**src/sv/pic_pkg.sv**
```systemverilog
package pic_pkg;

    localparam int unsigned LEN_W = 7;
    localparam int unsigned INV_W = 10;
    localparam int unsigned CNT_W = 30;

    localparam logic [CNT_W-1:0] MODULUS = 30'd1000000007;

    typedef struct packed {
        logic             init_wr;
        logic             issue;
        logic             force_ws;
        logic             force_one;
        logic [INV_W-1:0] col;
        logic [LEN_W-1:0] row;
    } t_dp_cmd;

    typedef struct packed {
        logic pipe_busy;
    } t_dp_stat;

endpackage

```
**src/sv/pic_ctrl.sv**
```systemverilog
module pic_ctrl #(
    parameter int MAX_LEN = 64,
    parameter int MAX_INV = 1023
) (
    input  logic                      i_clk,
    input  logic                      i_rst_n,
    input  logic                      start,
    output logic                      busy,
    input  logic [pic_pkg::LEN_W-1:0] i_length,
    input  logic [pic_pkg::INV_W-1:0] i_inversions,
    output logic                      o_valid,
    output pic_pkg::t_dp_cmd          o_cmd,
    input  pic_pkg::t_dp_stat         i_stat
);

    localparam int LEN_CAP = (MAX_LEN > 127) ? 127 : MAX_LEN;
    localparam logic [pic_pkg::LEN_W-1:0] LEN_LIM = pic_pkg::LEN_W'(LEN_CAP);

    typedef enum logic [4:0] {
        S_IDLE  = 5'b00001,
        S_INIT  = 5'b00010,
        S_ROW   = 5'b00100,
        S_DRAIN = 5'b01000,
        S_DONE  = 5'b10000
    } t_state;

    t_state                    r_state, n_state;
    logic [pic_pkg::LEN_W-1:0] r_len, n_len, r_row, n_row;
    logic [pic_pkg::INV_W-1:0] r_inv, n_inv, r_col, n_col;

    logic                      w_accept, w_inv_big, w_short;
    logic [pic_pkg::LEN_W-1:0] w_len;

    assign w_accept  = start && (r_state == S_IDLE);
    assign w_len     = (i_length > LEN_LIM) ? LEN_LIM : i_length;
    assign w_inv_big = {22'd0, i_inversions} > 32'(MAX_INV);
    assign w_short   = w_inv_big || (w_len == '0);

    always_comb begin
        n_state = r_state;
        n_len   = r_len;
        n_inv   = r_inv;
        n_row   = r_row;
        n_col   = r_col;
        unique case (r_state)
            S_IDLE: begin
                if (start) begin
                    n_len   = w_len;
                    n_inv   = i_inversions;
                    n_col   = '0;
                    n_state = w_short ? S_DONE : S_INIT;
                end
            end
            S_INIT: begin
                if (r_col == r_inv) begin
                    n_col   = '0;
                    n_row   = pic_pkg::LEN_W'(1);
                    n_state = S_ROW;
                end else begin
                    n_col = r_col + 1'b1;
                end
            end
            S_ROW: begin
                if (r_col == r_inv) begin
                    n_state = S_DRAIN;
                end else begin
                    n_col = r_col + 1'b1;
                end
            end
            S_DRAIN: begin
                if (!i_stat.pipe_busy) begin
                    if (r_row == r_len) begin
                        n_state = S_DONE;
                    end else begin
                        n_row   = r_row + 1'b1;
                        n_col   = '0;
                        n_state = S_ROW;
                    end
                end
            end
            S_DONE: begin
                n_state = S_IDLE;
            end
            default: begin
                n_state = S_IDLE;
            end
        endcase
    end

    always_ff @(posedge i_clk) begin
        if (!i_rst_n) begin
            r_state <= S_IDLE;
            r_len   <= '0;
            r_inv   <= '0;
            r_row   <= '0;
            r_col   <= '0;
        end else begin
            r_state <= n_state;
            r_len   <= n_len;
            r_inv   <= n_inv;
            r_row   <= n_row;
            r_col   <= n_col;
        end
    end

    assign busy    = (r_state != S_IDLE);
    assign o_valid = (r_state == S_DONE);

    assign o_cmd.init_wr   = (r_state == S_INIT);
    assign o_cmd.issue     = (r_state == S_ROW);
    assign o_cmd.force_ws  = w_accept && w_short;
    assign o_cmd.force_one = !w_inv_big && (i_inversions == '0);
    assign o_cmd.col       = r_col;
    assign o_cmd.row       = r_row;

`ifndef SYNTH
    a_accept_busy: assert property (@(posedge i_clk) disable iff (!i_rst_n)
        (start && !busy) |=> busy)
        else $error("transaction accepted but block not busy");

    a_done_idle: assert property (@(posedge i_clk) disable iff (!i_rst_n)
        o_valid |=> !busy && !o_valid)
        else $error("result strobe longer than one cycle");

    a_row_range: assert property (@(posedge i_clk) disable iff (!i_rst_n)
        (r_state == S_ROW) |-> (r_row != '0) && (r_row <= r_len) && (r_col <= r_inv))
        else $error("row or column out of range");
`endif

endmodule

```
**config.mk**
```make
export PLATFORM = sky130hd
export DESIGN_NAME = pic_ctrl
export DESIGN_NICKNAME = d
export VERILOG_FILES = /design/src/sv/pic_pkg.sv /design/src/sv/pic_ctrl.sv
export SDC_FILE = /design/constraint.sdc
export NUM_CORES = 1
export LEC_CHECK = 0
export CAP_MARGIN = 20
export CORE_MARGIN = 2
export CORE_UTILIZATION = 45
export DETAILED_ROUTE_END_ITERATION = 10
export DONT_BUFFER_PORTS = 1
export GPL_TIMING_DRIVEN = 0
export PLACE_DENSITY = 0.59
export SETUP_SLACK_MARGIN = 0.5
export SLEW_MARGIN = 20
export SYNTH_ARGS = -nofsm -noshare
export SYNTH_HDL_FRONTEND = slang
export SYNTH_SLANG_ARGS = --single-unit
```
**constraint.sdc**
```tcl
create_clock -name i_clk -period 4.59 [get_ports i_clk]
set_input_delay 0 -clock i_clk [delete_from_list [all_inputs] [get_ports i_clk]]
set_output_delay 0 -clock i_clk [all_outputs]
set_load 0.1 [all_outputs]
```
== After elaboration in Yosys (flattened, before gate mapping) ==
Cells that the tools add are included.
Word-level totals
  register bits: 39
  input port bits: 21
  output and inout port bits: 23
  word-level logic and storage cells: 50
Cells by class
  $add $sub $neg: 2
  order comparisons: 1
  mux-type cells: 18
  reductions and logical operators: 10
  equality and inequality tests: 14
Operators by type and width (number)
  $mux W10: 5
  $pmux W10 S4: 1
  $mux W5: 6
  $mux W7: 4
  $pmux W5 S4: 1
  $pmux W7 S2: 1
  $add A10 B1 Y10 const B: 1
  $eq A10 B10 Y1: 1
  $logic_not A10 Y1: 1
  $ne A2 B2 Y1 const B: 4
  $reduce_and A4 Y1: 2
  $add A7 B1 Y7 const B: 1
  $eq A7 B7 Y1: 1
  $gt A7 B7 Y1 const B: 1
  $logic_not A7 Y1: 1
  $eq A5 B1 Y1 const B: 1
  $eq A5 B2 Y1 const B: 1
  $eq A5 B3 Y1 const B: 1
  $eq A5 B4 Y1 const B: 1
  $eq A5 B5 Y1 const B: 1
  $ne A5 B1 Y1 const B: 1
  $reduce_and A5 Y1: 1
  $ne A2 B1 Y1 const B: 2
  $reduce_bool A4 Y1: 1
  3 further kinds: 4

== Logic depth before layout (Yosys ltp) ==
  word-level depth: 6
  mapped depth: 9
  gate-level depth less buffers: 6

== Least setup slack after synthesis ==
Ideal clock, no wire load.
  path type: input to output
  from: input i_inversions[4] (netlist bit)
  to: output o_cmd[17] (netlist bit)
  stages: 2
  buffers on the path: 0
  setup slack: 1203 ps
  data arrival time: 3387 ps
  data required time: 4590 ps
  cell sequence: or4_1 > nor4_1
RTL lines
  start, declared: RTL line pic_ctrl.sv:10  | input logic [pic_pkg::INV_W-1:0] i_inversions,
  end, declared: RTL line pic_ctrl.sv:12  | output pic_pkg::t_dp_cmd o_cmd,

== Final worst setup path ==
  from: register r_col[3] (netlist bit)
  to: register r_col[8] (netlist bit)
On the way
  word-level cells in the longest chain between the ends: 3
  elaborated cells on any way between the ends: 7
  classes of those cells: add/sub: 1; eq/ne: 2; mux: 3; reduce/logical: 1
Ends and longest elaborated chain
  start, declared: RTL line pic_ctrl.sv:29  | logic [pic_pkg::INV_W-1:0] r_inv, n_inv, r_col, n_col;
  start signal, assigned: RTL line pic_ctrl.sv:102  | r_col <= n_col;
  $add A10 B1 Y10 / $eq A10 B10 Y1 (equally long branches)
  $mux W10 (tied with other cells): RTL line pic_ctrl.sv:64  | if (r_col == r_inv) begin
  $pmux W10 S4 / $reduce_and A5 Y1 (equally long branches)
Parallel ways exist; a longest one is shown, timed or not. The select of a mux whose other input is x is not followed.
A chain may end at the register's enable or synchronous reset.

==> results.yml <==
placed_design:
  dp.cells: 306
  gp_congestion: 0.842
  dpl_worst_slack_ns: 1.63
  portBuffers: 0
  hpwlAfterDp_um: 4060
floorplan:
  die_area_um2: 5420
  pin_count: 44
  initial_core_util_pct: 46.5
  die_w_um: 73.6
  std_cell_rows: 25
  die_height_um: 73.6
  core-area_um2: 4690
logic_synthesis:
  synth_nets: 274
  synth_fa_ha_area_share_pct: 1.15
  syn_inst: 251
  synthXorXnorAreaFrac_pct: 7.63
  synth_edf_count: 0
  synth_cell_type_count: 51
  synth_ff_type: "dfxtp_1"
  synth_top_family_by_area: "simple AND/OR/NAND/NOR gates"
  syn_area_um2: 2180
  post_synth_and_or_nand_nor_area_fraction_pct: 26.5
  ys_seq_area_share_pct: 35.8
  synth_compound_area_share_pct: 18.9
  synth-seq-cells: 39
  yosys-mux-area-fraction_pct: 5.97
  async_flop_share_pct: 0
  syn_avg_cell_area_um2: 8.68
  synth_warnings: 0
routing:
  routed.top_layer: "met4"
  route.met3.wl_um: 333
  num_vias: 1997
  wl_per_cell_um: 17.0
  drc: 0
  wl_met1_um: 2540
  wl_met2_um: 2610
  postRouteAntennaNets: 0
  vias_per_cell: 6.11
  wl_um: 5550
  drt-initial-drc-count: 124
  drt-pass1-iter-count: 4
grt:
  grt_pass1_vias: 1957
  groute.usage.overall_pct: 22.1
  antenna_found_initial: 0
  grt_overflow: 0
  grt_pass1_wl_um: 9300
  grt_start_max_net_pins: 13
timing:
  final_hold_viol_count: 0
  setup_viol_count_final: 0
  rsz0062_at_grt: "no"
  finalSetupTns_ns: 0
  worstMarginPinSlew_ns: 1.18
  slew_headroom_pct: 21.4
  clock.fmax_ghz: 0.332
  period_share_pct: 65.6
  fin_skew_ns: 0.00736
  postLayoutSetupSlackWorst_ns: 1.58
  drv_slew: 0
  min_period_ns: 3.01
setup_path:
  worstPathCellList: "xor2_1 > nor4_1 > a31oi_1 > o41ai_2 > a21oi_1"
  cp_top_family: "compound AO/OA/AOI/OAI gates"
  end_kind: "flop"
  critPathKind: "reg2reg"
  worstPathRequired_ns: 4.73
  worstReg2RegEnd: "r_col[8]"
  reg2regPathDepth: 5
  ff2ff_setup_slack_ns: 1.58
  max_stage_delay_ns: 1.09
  critPathBufInv: 0
  critPathLaunchType: "flop"
  cp.depth: 5
  r2r_start: "r_col[3]"
  critical_path_arrival_ns: 3.15
  cp_slowest_cell: "dfxtp_1"
  worst-path-max-fanout: 7
clocking:
  clkSinkCount: 39
  cts.clk_slew.worst_paths_ns: 0.08
  cts_resized: 0
  root_buffer: "clkbuf_8"
  cts_hold_buf: 13
  cts_tree: "built"
  cts-buffers-inserted: 5
  h-tree-depth: 2
  post_cts_buffers: 0
  clock_latency_ns: 0.29
  cts_buffer_depth: 2
worst_hold_path:
  hold_end: "r_state[0]"
  hold_depth: 2
  min_path_type: "in2reg"
  hp-start: "start"
finish:
  antennaDiodeCount: 0
  fin_util_pct: 54.2
  fin_cells: 327
  layout-drive-gt1-share_pct: 10.6
  nNetsFinal: 295
  syn_to_final_growth_pct: 16.8
  fillCellCount: 458
power_and_ir_drop:
  powerDensity_nw_per_um2: 369
  p_leak_nw: 0.989
  vdd_drop_max_v: 0.000209
status:
  status: "finished, final reports clean"
run:
  max_cap_violations: 0
## per-layer routing
metal	vias up	global-route usage [%]
li1	993	-
met1	940	29.2
met2	57	36.2
met3	7	4.80
met4	0	6.46
met5	-	0
## state kept, by name (all words and copies together) (netlist names)
signal,cells
r_inv,10
r_row,7
r_len,7
r_state,5
r_col,10
## area by class of cell
class	count	area, um^2	area share (%)
repair buffers	14	145	5.70
plain buffers	14	72.6	2.85
well taps	54	67.6	2.65
multi-input cells	194	1330	52.2
inverters	4	15.0	0.590
clock inverters	2	60.1	2.36
flip-flops and latches	39	785	30.8
clock buffers	6	72.6	2.85
## metrics by stage
| step | hold WS (ns) | power, mW | area (um^2) |
|---|---|---|---|
| after floorplan | 0.138 | 0.555 | 2180 |
| after global placement | 0.146 | 0.595 | 2250 |
| after detailed placement | 0.149 | 0.595 | 2280 |
| after CTS | 0.00268 | 0.943 | 2540 |
| after global routing | 0.0347 | 0.981 | 2540 |
| final | 0.00825 | 0.938 | 2540 |
## cell usage after synthesis (2+ instances only)
| cell | number | area, um^2 |
|---|---|---|
| a2111oi_0 | 2 | 17.5 |
| a211oi_1 | 2 | 15.0 |
| a21oi_1 | 15 | 75.1 |
| a311oi_1 | 5 | 43.8 |
| a31o_1 | 4 | 35.0 |
| a31oi_1 | 5 | 31.3 |
| a41oi_1 | 3 | 26.3 |
| and3_1 | 3 | 18.8 |
| and4_1 | 2 | 17.5 |
| buf_2 | 4 | 20.0 |
| buf_4 | 2 | 15.0 |
| clkbuf_1 | 6 | 22.5 |
| dfxtp_1 | 39 | 781 |
| ha_1 | 2 | 25.0 |
| inv_1 | 3 | 11.3 |
| mux2i_1 | 13 | 130 |
| nand2_1 | 13 | 48.8 |
| nand3_1 | 11 | 55.1 |
| nand4_1 | 3 | 18.8 |
| nand4b_1 | 3 | 26.3 |
| nor2_1 | 32 | 120 |
| nor3_1 | 6 | 30.0 |
| nor3b_1 | 6 | 45.0 |
| nor4_1 | 7 | 43.8 |
| o21ai_0 | 7 | 35.0 |
| o31ai_1 | 5 | 37.5 |
| or4_1 | 7 | 52.6 |
| xor2_1 | 18 | 158 |
## worst register-to-register path, stage by stage, from the launching register on
cell and delay (ns):
dfxtp_1 1.09, xor2_1 0.21, nor4_1 0.42, a31oi_1 0.32
o41ai_2 0.73, a21oi_1 0.09
## how the worst max path moves through the flow
stage / start / to / slack (ns)
after CTS: r_col[8] / r_col[5] / 1.60
after floorplan: i_inversions[4] / o_cmd[17] / 1.20
after global routing: r_col[6] / r_col[7] / 1.42
final: r_col[3] / r_col[8] / 1.58
after global placement: i_inversions[4] / o_cmd[17] / 1.16
after detailed placement: r_col[6] / r_col[7] / 1.63
## report_power, final
part | internal, mW | total, mW | switching (mW)
registers | 0.357 | 0.381 | 0.0242
logic | 0.0720 | 0.218 | 0.146
clock network | 0.217 | 0.340 | 0.122
## kinds of logic after synthesis
kind of cell	count (synthesis)
AND/OR/NAND/NOR	102
AO/OA/AOI/OAI	58
XOR/XNOR	19
adder cells (fa/ha/maj)	2
multiplexers	13
buffers and inverters	18
flip-flops	39
## cells in the final DEF, fill, tap and decap left out, types with 5 or more instances in the layout
master,n
a21oi_1,15
a311oi_1,5
a31oi_1,5
clkbuf_1,7
clkbuf_8,5
dfxtp_1,36
dlygate4sd3_1,13
mux2i_1,13
nand2_1,13
nand3_1,11
nor2_1,30
nor3_1,6
nor3b_1,6
nor4_1,6
o21ai_0,7
o31ai_1,5
or4_1,7
xor2_1,18
Power figures use the tool's default switching activity.
